## src/rtl/lzid_pkg.sv

```systemverilog
`timescale 1ns / 1ps
// ----------------------------------------------------------------------------
// lzid_pkg
// shared types, constants and the distance table of the image decompressor
// ----------------------------------------------------------------------------
package lzid_pkg;

	localparam int DEF_HISTORY_DEPTH = 4096;
	localparam int DEF_MAX_ROW_WIDTH = 1024;
	localparam int DEF_LENGTH_BITS   = 24;

	localparam int ROW_W_BITS    = 11;
	localparam int CFG_DATA_BITS = 24;
	localparam int CFG_IDX_BITS  = 1;
	localparam int RUN_BITS      = 11;
	localparam int DIST_BITS     = 14;
	localparam int IN_DATA_BITS  = 8;
	localparam int OUT_DATA_BITS = 16;

	localparam logic [ROW_W_BITS-1:0] ROW_WIDTH_RESET = 11'd640;

	localparam logic [CFG_IDX_BITS-1:0] CFG_ROW_WIDTH    = 1'b0;
	localparam logic [CFG_IDX_BITS-1:0] CFG_TOTAL_LENGTH = 1'b1;

	localparam logic KIND_BYTE = 1'b0;
	localparam logic KIND_TICK = 1'b1;

	typedef enum logic [1:0] {
		PH_FLAG    = 2'd0,
		PH_LITERAL = 2'd1,
		PH_LENHI   = 2'd2,
		PH_COPY    = 2'd3
	} phase_t;

	typedef enum logic [2:0] {
		ERR_NONE     = 3'd0,
		ERR_TRUNC    = 3'd1,
		ERR_OVERRUN  = 3'd2,
		ERR_DISTANCE = 3'd3,
		ERR_BUSY     = 3'd4
	} err_t;

	typedef struct packed {
		logic byte_valid;
		logic literal;
		logic copy;
		logic image_done;
		logic copy_pending;
		err_t error_code;
	} lzid_ctl_t;

	typedef struct packed {
		logic [7:0] out_byte;
		logic       byte_valid;
		logic       image_done;
		logic       copy_pending;
		err_t       error_code;
	} lzid_res_t;

	// back-reference distance for a flag nibble, zero for the literal nibble
	function automatic logic signed [DIST_BITS-1:0] distance(
		input logic [3:0]            nib,
		input logic [ROW_W_BITS-1:0] w
	);
		logic signed [DIST_BITS-1:0] ws;
		logic signed [DIST_BITS-1:0] d;
		ws = signed'({{(DIST_BITS-ROW_W_BITS){1'b0}}, w});
		case (nib)
			4'd1:    d = 14'sd1;
			4'd2:    d = ws;
			4'd3:    d = ws + 14'sd1;
			4'd4:    d = 14'sd2;
			4'd5:    d = ws - 14'sd1;
			4'd6:    d = ws * 14'sd2;
			4'd7:    d = 14'sd3;
			4'd8:    d = (ws + 14'sd1) * 14'sd2;
			4'd9:    d = ws + 14'sd2;
			4'd10:   d = ws * 14'sd2 + 14'sd1;
			4'd11:   d = ws * 14'sd2 - 14'sd1;
			4'd12:   d = (ws - 14'sd1) * 14'sd2;
			4'd13:   d = ws - 14'sd2;
			4'd14:   d = ws * 14'sd3;
			4'd15:   d = 14'sd4;
			default: d = 14'sd0;
		endcase
		return d;
	endfunction

endpackage

```

## src/rtl/lzid_parser.sv

```systemverilog
`timescale 1ns / 1ps
// ----------------------------------------------------------------------------
// lzid_parser
// flag and length parsing, counters, error latch and history addressing
// ----------------------------------------------------------------------------
module lzid_parser #(
	parameter int HISTORY_DEPTH = lzid_pkg::DEF_HISTORY_DEPTH,
	parameter int MAX_ROW_WIDTH = lzid_pkg::DEF_MAX_ROW_WIDTH,
	parameter int LENGTH_BITS   = lzid_pkg::DEF_LENGTH_BITS,
	localparam int AW           = $clog2(HISTORY_DEPTH)
) (
	input  logic                                 clk,
	input  logic                                 arst_n,
	input  logic                                 accept,
	input  logic                                 kind,
	input  logic [7:0]                           data_byte,
	input  logic                                 last_byte,
	input  logic                                 cfg_we,
	input  logic [lzid_pkg::CFG_IDX_BITS-1:0]    cfg_index,
	input  logic [lzid_pkg::CFG_DATA_BITS-1:0]   cfg_data,
	output lzid_pkg::lzid_ctl_t                  ctl,
	output logic [AW-1:0]                        rd_addr,
	output logic [AW-1:0]                        wr_addr
);

	localparam int CDW   = $clog2(HISTORY_DEPTH + 1);
	localparam int SUM_W = ((LENGTH_BITS > lzid_pkg::RUN_BITS) ?
		LENGTH_BITS : lzid_pkg::RUN_BITS) + 1;
	localparam int RB    = lzid_pkg::RUN_BITS;

	logic [lzid_pkg::ROW_W_BITS-1:0] row_width_q;
	logic [LENGTH_BITS-1:0]          total_q;
	lzid_pkg::phase_t                phase_q, phase_d;
	lzid_pkg::err_t                  err_q, err_d;
	logic [RB-1:0]                   rr_q, rr_d;
	logic [CDW-1:0]                  cd_q, cd_d;
	logic [2:0]                      lh_q, lh_d;
	logic                            ended_q, ended_d;
	logic [LENGTH_BITS-1:0]          pc_q, pc_d, pc_inc;
	logic [AW-1:0]                   wp_q, wp_d;

	logic [lzid_pkg::ROW_W_BITS-1:0]         w_eff;
	logic signed [lzid_pkg::DIST_BITS-1:0]   dist_raw;
	logic                                    dist_ok;
	logic [CDW-1:0]                          new_cd;
	logic                                    emit, lit, cpy, ignored, do_start;
	logic [RB-1:0]                           sc_n;
	logic [CDW-1:0]                          sc_d;
	logic                                    done_now, done_inc;
	logic [AW:0]                             wp_x, cd_x, rd_full;

	assign w_eff = (int'(row_width_q) > MAX_ROW_WIDTH) ?
		lzid_pkg::ROW_W_BITS'(MAX_ROW_WIDTH) : row_width_q;
	assign dist_raw = lzid_pkg::distance(data_byte[7:4], w_eff);
	assign dist_ok  = !dist_raw[lzid_pkg::DIST_BITS-1] && (dist_raw != '0) &&
		(int'(dist_raw) <= HISTORY_DEPTH);
	assign new_cd   = dist_ok ? CDW'(dist_raw) : '0;

	assign pc_inc   = pc_q + 1'b1;
	assign done_now = pc_q >= total_q;
	assign done_inc = pc_inc >= total_q;

	always_comb begin : next_state
		phase_d  = phase_q;
		err_d    = err_q;
		rr_d     = rr_q;
		cd_d     = cd_q;
		lh_d     = lh_q;
		ended_d  = ended_q;
		pc_d     = pc_q;
		wp_d     = wp_q;
		emit     = 1'b0;
		lit      = 1'b0;
		cpy      = 1'b0;
		ignored  = 1'b0;
		do_start = 1'b0;
		sc_n     = '0;
		sc_d     = cd_q;
		if (err_q == lzid_pkg::ERR_NONE) begin
			if (kind == lzid_pkg::KIND_TICK) begin
				if (phase_q == lzid_pkg::PH_COPY) begin
					emit = 1'b1;
					cpy  = 1'b1;
					rr_d = rr_q - 1'b1;
					if (rr_q == RB'(1)) begin
						phase_d = lzid_pkg::PH_FLAG;
						if (ended_q && !done_inc) begin
							err_d = lzid_pkg::ERR_TRUNC;
						end
					end
				end
			end else if (phase_q == lzid_pkg::PH_COPY) begin
				err_d = lzid_pkg::ERR_BUSY;
			end else begin
				case (phase_q)
					lzid_pkg::PH_FLAG: begin
						if (done_now) begin
							ignored = 1'b1;
						end else if (data_byte[7:4] == 4'd0) begin
							if (data_byte != 8'd0 && last_byte) begin
								err_d = lzid_pkg::ERR_TRUNC;
							end else if ((SUM_W'(pc_q) + SUM_W'(data_byte)) >
									SUM_W'(total_q)) begin
								err_d = lzid_pkg::ERR_OVERRUN;
							end else begin
								rr_d    = RB'(data_byte);
								phase_d = (data_byte != 8'd0) ?
									lzid_pkg::PH_LITERAL : lzid_pkg::PH_FLAG;
							end
						end else begin
							cd_d = new_cd;
							if (data_byte[3]) begin
								if (last_byte) begin
									err_d = lzid_pkg::ERR_TRUNC;
								end else begin
									lh_d    = data_byte[2:0];
									phase_d = lzid_pkg::PH_LENHI;
								end
							end else begin
								do_start = 1'b1;
								sc_n     = RB'(data_byte[2:0]);
								sc_d     = new_cd;
							end
						end
					end
					lzid_pkg::PH_LITERAL: begin
						if (last_byte && rr_q > RB'(1)) begin
							err_d = lzid_pkg::ERR_TRUNC;
						end else begin
							emit = 1'b1;
							lit  = 1'b1;
							rr_d = rr_q - 1'b1;
							if (rr_q == RB'(1)) begin
								phase_d = lzid_pkg::PH_FLAG;
							end
						end
					end
					lzid_pkg::PH_LENHI: begin
						do_start = 1'b1;
						sc_n     = {lh_q, data_byte};
						sc_d     = cd_q;
					end
					default: begin
					end
				endcase
			end
		end
		if (do_start) begin
			if ((SUM_W'(pc_q) + SUM_W'(sc_n)) > SUM_W'(total_q)) begin
				err_d = lzid_pkg::ERR_OVERRUN;
			end else if (sc_n != '0 && (sc_d == '0 || 33'(sc_d) > 33'(pc_q))) begin
				err_d = lzid_pkg::ERR_DISTANCE;
			end else if (sc_n == '0) begin
				phase_d = lzid_pkg::PH_FLAG;
			end else begin
				rr_d    = sc_n;
				phase_d = lzid_pkg::PH_COPY;
			end
		end
		if (emit) begin
			pc_d = pc_inc;
			wp_d = (int'(wp_q) == HISTORY_DEPTH - 1) ? '0 : wp_q + 1'b1;
		end
		if (kind == lzid_pkg::KIND_BYTE && last_byte && err_q == lzid_pkg::ERR_NONE &&
				phase_q != lzid_pkg::PH_COPY && err_d == lzid_pkg::ERR_NONE && !ignored) begin
			ended_d = 1'b1;
			if (phase_d == lzid_pkg::PH_FLAG && !(emit ? done_inc : done_now)) begin
				err_d = lzid_pkg::ERR_TRUNC;
			end
		end
	end

	always_comb begin : outputs
		wp_x    = (AW+1)'(wp_q);
		cd_x    = (AW+1)'(cd_q);
		rd_full = (wp_x >= cd_x) ? (wp_x - cd_x) :
			(wp_x + (AW+1)'(HISTORY_DEPTH) - cd_x);
		rd_addr          = rd_full[AW-1:0];
		wr_addr          = wp_q;
		ctl.byte_valid   = emit;
		ctl.literal      = lit;
		ctl.copy         = cpy;
		ctl.image_done   = pc_d >= total_q;
		ctl.copy_pending = (err_d == lzid_pkg::ERR_NONE) && (phase_d == lzid_pkg::PH_COPY);
		ctl.error_code   = err_d;
	end

	always_ff @(posedge clk or negedge arst_n) begin
		if (!arst_n) begin
			row_width_q <= lzid_pkg::ROW_WIDTH_RESET;
			total_q     <= '0;
		end else if (cfg_we) begin
			case (cfg_index)
				lzid_pkg::CFG_ROW_WIDTH:    row_width_q <= cfg_data[lzid_pkg::ROW_W_BITS-1:0];
				lzid_pkg::CFG_TOTAL_LENGTH: total_q     <= LENGTH_BITS'(cfg_data);
				default: begin
				end
			endcase
		end
	end

	always_ff @(posedge clk or negedge arst_n) begin
		if (!arst_n) begin
			phase_q <= lzid_pkg::PH_FLAG;
			err_q   <= lzid_pkg::ERR_NONE;
			rr_q    <= '0;
			cd_q    <= '0;
			lh_q    <= '0;
			ended_q <= 1'b0;
			pc_q    <= '0;
			wp_q    <= '0;
		end else if (accept) begin
			phase_q <= phase_d;
			err_q   <= err_d;
			rr_q    <= rr_d;
			cd_q    <= cd_d;
			lh_q    <= lh_d;
			ended_q <= ended_d;
			pc_q    <= pc_d;
			wp_q    <= wp_d;
		end
	end

	a_err_sticky: assert property (@(posedge clk) disable iff (!arst_n)
		(err_q != lzid_pkg::ERR_NONE) |=> (err_q == $past(err_q)))
		else $error("error latch changed after being set");

	a_pc_step: assert property (@(posedge clk) disable iff (!arst_n)
		(accept && ctl.byte_valid) |=> (pc_q == $past(pc_inc)))
		else $error("produced count did not advance with a byte");

	a_copy_regs: assert property (@(posedge clk) disable iff (!arst_n)
		(phase_q == lzid_pkg::PH_COPY && err_q == lzid_pkg::ERR_NONE) |->
		(rr_q != '0 && cd_q != '0 && 33'(cd_q) <= 33'(pc_q)))
		else $error("copy pending with bad length or distance");

endmodule
```

## config.mk

```make
export PLATFORM = sky130hd
export DESIGN_NAME = lzid_parser
export DESIGN_NICKNAME = d
export VERILOG_FILES = /design/src/rtl/lzid_pkg.sv /design/src/rtl/lzid_parser.sv
export SDC_FILE = /design/constraint.sdc
export NUM_CORES = 1
export LEC_CHECK = 0
export BUFFER_PORTS_ARGS = -buffer_cell sky130_fd_sc_hd__clkbuf_2
export CAP_MARGIN = 10
export CORE_UTILIZATION = 65
export DETAILED_ROUTE_END_ITERATION = 7
export HOLD_SLACK_MARGIN = 0.02
export PLACE_DENSITY_LB_ADDON = 0.12
export SYNTH_ARGS = -nofsm -noshare
export SYNTH_HDL_FRONTEND = slang
export SYNTH_SLANG_ARGS = --single-unit
```

## constraint.sdc

```tcl
create_clock -name clk -period 15.2 [get_ports clk]
set_input_delay 0 -clock clk [delete_from_list [all_inputs] [get_ports clk]]
set_output_delay 0 -clock clk [all_outputs]
set_load 0.05 [all_outputs]
```

==> results of run 1 <==
## worst max-delay path: cells and delay by family, from the launching register on
family                   cells  cell delay, ns
AO/OA/AOI/OAI               13            2.80
AND/OR/NAND/NOR             15            3.44
flip-flops                   1            0.53
adder cells (fa/ha/maj)      4            1.32
buffers and inverters        1            0.30
XOR/XNOR                     1            0.09
## through the flow
step,hold slack (ns),worst slack (ns)
final,0.0698,6.38
after global routing,0.0856,5.55
after CTS,0.0632,6.49
after detailed placement,0.0372,6.86
after global placement,0.0345,7.05
after floorplan,-0.296,7.01
## state kept, by name, indices dropped and copies added (netlist names)
signal       flops
ended_q          1
row_width_q     11
wr_addr         12
cd_q            13
rr_q            11
err_q            3
lh_q             3
total_q         24
pc_q            24
phase_q          2
## cells in the final DEF (no fill, tap or decap), types with 44 or more instances in the layout
cell      instances
xnor2_1         100
inv_1            88
nand3_1          44
nand2_1         175
a21oi_1          92
o21ai_0         100
xor2_1           48
dfrtp_1         102
nor2_1          127
ha_1            193
clkbuf_2         69
## power by group
group          internal [µW]  switching, µW
Clock                    120            126
Combinational            431            757
Sequential               335            113
## worst max-delay path by stage
| stage | startpoint | endpoint | cells after the start |
|---|---|---|---|
| floorplan | total_q[21] | ctl[3] | 34 |
| global placement | pc_q[22] | rr_q[6] | 36 |
| detailed placement | pc_q[21] | rr_q[6] | 36 |
| CTS | pc_q[21] | ctl[0] | 34 |
| global route | pc_q[21] | ctl[3] | 34 |
| finish | pc_q[22] | ctl[0] | 34 |
## routing by layer
| metal | vias to the layer above | global-route usage (%) | share of wire, % |
|---|---|---|---|
| met2 | 859 | 65.5 | 44 |
| met5 | - | 0 | 0 |
| met1 | 6706 | 57.2 | 42 |
| met4 | 0 | 15.6 | 4.1 |
| met3 | 151 | 6.48 | 11 |
| li1 | 6452 | - | - |
## final cells by class
cell class	count	area [µm²]
clock buffer	10	239
clock inverter	6	58.8
fill	1682	6100
inverter	92	345
multi-input combinational	1462	10500
sequential	104	2610
tap	275	344
timing repair buffer	111	723
## repair_timing
item | 4_1_cts | 5_1_grt
hold endpoints to repair | 79 | 0
hold buffers | 25 | 0
setup buffers | 0 | 0
## logic make-up (layout without fill, tap and decap cells)
| group | count (synthesis) | after routing | synth area share (%) |
|---|---|---|---|
| muxes | 49 | 49 | 3.90 |
| DFF | 104 | 104 | 18.8 |
| buffers and inverters | 182 | 219 | 5.22 |
| xor gates and xnor gates | 148 | 148 | 9.35 |
| and+or+nand+nor | 627 | 627 | 23.3 |
| AOI/OAI and AO/OA | 441 | 441 | 21.5 |
| adders and majority gates | 197 | 197 | 18.0 |
==> metrics.md, run 1 <==
| Metric | Value |
|---|---|
| Status | finished clean |
| Synth area leader | dfrtp_1 |
| Largest net degree at the start of global routing | 59 |
| Final min period | just under 9 ns |
| Root buf cell | clkbuf_16 |
| #FFs+latches synth | 104 |
| Critical path's most frequent cell | nor2_1 |
| FP Rows | 53 |
| Count leader, synth | ha_1 |
| Placed cell areas | 14300 µm² |
| Final setup viols | 0 |
| Max VDD drop | roughly 150 µV |
| Most frequent cells after synthesis | 193 x ha_1, 175 x nand2_1, 127 x nor2_1 |
| Syn Inst Count | 1748 |
| Area grow syn2layout | 7.17% |
| IO Count | 71 |
| Die ar. | 21900 µm² |
| Mapped Area | between 10000 and 15000 µm² |
| Die H | roughly 150 µm |
| Path depth of the worst reg2reg path | 36 |
| Top cells by area, synth | dfrtp_1 18%, ha_1 17%, xnor2_1 6.3% |
| RSZ-0062 raised after global routing | false |
| Setup TNS | 0 ns |
| Routability congestion estimate | 1.04 |
| Crit Path Class | reg -> out |
| Global-route wire length before repair | 71100 µm |
| Ys async rst share | 100% |
| Number of cells after detailed placement | roughly 2000 |
| Slew Viols, Final | 0 |
| Share of layout cells above drive strength 1 | 9.86% |
| DR vias | 14200 |
| Hold Path Sink | rr_q[0] |
| Hold path depth | 3 |
| DRT antenna net count | 0 |
| GRT overflow | 0 |
| Kind of start point of the critical path | flip-flop |
| MaxCap Viol Count | 0 |
| Critical Path End Type | output port |
| Mean Syn Cell Area | about 7.9 µm² |
| Worst slew margin | 25.5% |
| Number of global-route vias before repair | 13000 |
| Worst path slowest cell | or4b_2 |
| CP arrival | 8.82 ns |
| Pwr Total | 1880 µW |
| CP required | 15.20 ns |
| Clk pin slew, worst setup/hold paths | 0.08 ns |
| Fmax | 0.113 GHz |
| R2R Setup Slk | 6.64 ns |
| CTS buffer count | 9 |
| Post-synth EDFFs | 0 |
| Yosys top cell area share | 18.4% |
| Initial core utilization | 66.2% |
| R2R Path Start | pc_q[22] |
| # H-tree levels | 3 |
| HPWL after DPL | approximately 35000 µm |
| Total wire length | 45700 µm |
| Hold Startpoint | data_byte[0] |
| Post-synthesis sequential area ratio | 18.8% |
| Synth unique cells | 92 |
| Starting DRT DRC Count | 1826 |
| WL/cell | ~22 µm |
| Final Cycle Share | 58.0% |
| Terminus of the critical flop-to-flop path | rr_q[6] |
| Yosys Warn Count | 0 |
| Antenna violations before repair | 0 |
| Vias per cell | 6.88 |
| Iteration count of the initial detailed-routing pass | 6 |
| GRT Total Usage | 41.6% |
| Worst-path maximum fanout | 9 |
| Number of diodes | 0 |
| IO buf count | 70 |
| CTS tree | yes |
| Leakage power | 0.00677 µW |
| Nets | ~2000 |
| Die W | 148 µm |
| Final Hold Viols | 0 |
| # resized after CTS | 0 |
| Max incr delay on CP | between 0.6 and 0.7 ns |
| Worst slew pin tran | 1.09 ns |
| Final Cell Area | 14900 µm² |
| Clk buf depth | 2 |
| Mapped Nets | 1984 |
| Core area | 21000 µm² |
| DR DRC count | 0 |
| Hold Path Class | in -> reg |
| Final Skew | 0.0148 ns |
| Final core occ | 70.9% |
| Top FF cell, synth | dfrtp_1 |
| Pwr Density | 127 nW/µm² |
| Clock Latency Late Sink | 0.36 ns |
| CTS sink count | 104 |
| Final non-filler cell total | 2060 |
(Power assumes the default switching activity.)
==> run 2, diff against run 1 <==
--- a/config.mk
+++ b/config.mk
@@ -7,7 +7,7 @@
 export LEC_CHECK = 0
 export BUFFER_PORTS_ARGS = -buffer_cell sky130_fd_sc_hd__clkbuf_2
 export CAP_MARGIN = 10
-export CORE_UTILIZATION = 65
+export CORE_UTILIZATION = 64
 export DETAILED_ROUTE_END_ITERATION = 7
 export HOLD_SLACK_MARGIN = 0.02
 export PLACE_DENSITY_LB_ADDON = 0.12
==> constraint.sdc (replaced) <==
create_clock -name clk -period 8.57 [get_ports clk]
set_input_delay 0 -clock clk [delete_from_list [all_inputs] [get_ports clk]]
set_output_delay 0 -clock clk [all_outputs]
set_load 0.05 [all_outputs]
==> metrics.md, run 2 (synthesis results as in run 1) <==
| Metric | Value |
|---|---|
| Int Pwr | 1570 µW (+77%) |
| Number of global-route vias before repair | 13300 (+2.5%) |
| Path depth of the worst reg2reg path | 36 (unchanged) |
| Root buf cell | clkbuf_16 |
| FP Rows | 53 (unchanged) |
| Commonest non-fill, non-tap cell in the layout | ha_1 |
| NetSw | 1770 µW (+78%) |
| Crit Path Class | reg -> out |
| Die ar. | 22300 µm² (+1.5%) |
| Worst-path maximum fanout | 8 (-1) |
| CP delay by family, top | simple AND/OR/NAND/NOR gates |
| # H-tree levels | 3 (unchanged) |
| Number of cells after detailed placement | 2042 (+1.1%) |
| Clock Latency Late Sink | 0.37 ns (about the same) |
| IO Count | 71 (unchanged) |
| Final setup viols | 0 (unchanged) |
| MaxCap Viol Count | 0 (unchanged) |
| Hold Path Class | in -> reg |
| HPWL after DPL | 36100 µm (+4.3%) |
| Status | finished clean |
| Worst slew margin | 24.6% (-0.88 points) |
| CP required | 8.57 ns (-6.63 ns) |
| DR DRC count | 0 (unchanged) |
| Final min period | roughly 8 ns |
| Critical Path Start | pc_q[23] |
| Largest net degree at the start of global routing | 59 (unchanged) |
| CP arrival | 8.03 ns (-0.79 ns) |
| Antenna violations before repair | 1 (+1) |
| Worst slew pin tran | 1.10 ns (+0.0128 ns) |
| Post-place setup slack | 0.383 ns (-6.47 ns) |
| DRT antenna net count | 0 (unchanged) |
| Core area | 21200 µm² (+0.95%) |
| Iteration count of the initial detailed-routing pass | 6 (unchanged) |
| Final Cycle Share | 93.7% |
| GRT overflow | 0 (unchanged) |
| Die H | 149 µm (+0.77%) |
| CTS sink count | 104 (unchanged) |
| Setup Buffers After CTS | 0 (unchanged) |
| Logic gate share of total power | 64.1% (+1.0 points) |
| Slew Viols, Final | 0 (unchanged) |
| Area grow syn2layout | 8.65% |
| Pwr Density | 221 nW/µm² (+75%) |
| Final Hold Viols | 0 (unchanged) |
| Hold Startpoint | data_byte[2] |
| Setup WS post-layout | 0.540 ns (-5.84 ns) |
| IO buf count | 70 (unchanged) |
| Initial core utilization | 65.5% (-0.62 points) |
| Terminus of the critical flop-to-flop path | rr_q[6] |
| Share of layout cells above drive strength 1 | 11.5% (+1.6 points) |
| R2R Setup Slk | 0.71 ns (-5.93 ns) |
| Worst path slowest cell | or4b_2 |
| Die W | 149 µm (+0.77%) |
| Final core occ | 71.2% (+0.30 points) |
| Starting DRT DRC Count | 1570 (-14%) |
| Critical Path End Type | output port |
| Hold path depth | 2 (-1) |
| # fillers | 1749 (+4.0%) |
| Switching share of total power | 53.1% (+0.15 points) |
| Critical path's most frequent cell | nor2_1 |
| Seq pwr share | 23.2% (-0.6 points) |
| CTS tree | yes |
| Final non-filler cell total | 2083 (+1.1%) |
| Max incr delay on CP | 0.63 ns (about the same) |
| Clk buf depth | 2 (unchanged) |
| Global-route wire length before repair | 73600 µm (+3.6%) |
| Most frequent cells in the layout | 193 x ha_1, 175 x nand2_1, 126 x nor2_1 |
| Nets | 2039 (+1.1%) |
| Fmax | 0.125 GHz |
| R2R Path Start | pc_q[23] |
| Clock power share | 12.6% (-0.5 points) |
| Routability congestion estimate | 1.02 (-1.6%) |
| Kind of start point of the critical path | flip-flop |
| CTS buffer count | 9 (unchanged) |
| GRT Total Usage | 42.8% (+1.2 points) |
| Number of diodes | 0 (unchanged) |
| Max VDD drop | 256 µV (+72%) |
| Vias per cell | 6.80 (-1.2%) |
| Leakage power | 0.00690 µW (+1.9%) |
| Bufs and invs on worst path | 1 (unchanged) |
| DR vias | 14200 (-0.092%) |
| Hold Path Sink | lh_q[2] |
| Final Skew | 0.0160 ns (+0.00127 ns) |
| Biggest regs | pc_q: 24 flops, total_q: 24 flops, cd_q: 13 flops |
| WL/cell | 22.7 µm (+2.1%) |
| Total wire length | 47200 µm (+3.2%) |
| Clk pin slew, worst setup/hold paths | 0.08 ns (about the same) |
run 2: power by group through the flow:
stage | Clock, µW | Sequential [µW] | Combinational, µW
after floorplan | 0 | 714 | 1620
after global placement | 0 | 769 | 2030
final | 422 | 775 | 2140
after CTS | 419 | 766 | 2100
after detailed placement | 0 | 776 | 2080
after global routing | 440 | 787 | 2330
run 2: stage by stage:
stage | TNS [ns] | total power [µW] | hold slack, ns | instance area, µm²
floorplan | 0 | 2330 | -0.296 | 13900
global placement | 0 | 2790 | 0.0500 | 14500
detailed placement | 0 | 2860 | 0.0485 | 14500
CTS | 0 | 3290 | 0.0385 | 15000
global route | -0.00264 | 3560 | 0.0624 | 15100
finish | 0 | 3340 | 0.0587 | 15100
run 2: timing repair:
item | CTS | global route
hold endpoints to repair | 79 | 0
endpoints found under the setup margin | 0 | 15
hold buffers | 25 | 0
gates resized for setup | 0 | 16
run 2: cell type report:
cell class / instances / area, µm² / share of cell area (%)
inverters: 92 / 345 / 2.29
clock inverters: 7 / 57.6 / 0.382
multi-input cells: 1462 / 10600 / 70.3
repair buffers: 134 / 901 / 5.98
flip-flops and latches: 104 / 2610 / 17.3
clock buffers: 9 / 225 / 1.50
well taps: 275 / 344 / 2.28
run 2: how the worst max path moves through the flow:
stage	cells past startpoint	to
floorplan	34	ctl[3]
global placement	36	rr_q[6]
detailed placement	36	rr_q[6]
CTS	34	ctl[0]
global route	33	ctl[0]
finish	34	ctl[0]
run 2: routing by layer:
layer	wire length, µm	global-route usage (%)
met1	19900	58.4
met2	20700	66.6
met3	4550	6.70
met4	2080	18.6
met5	0	0
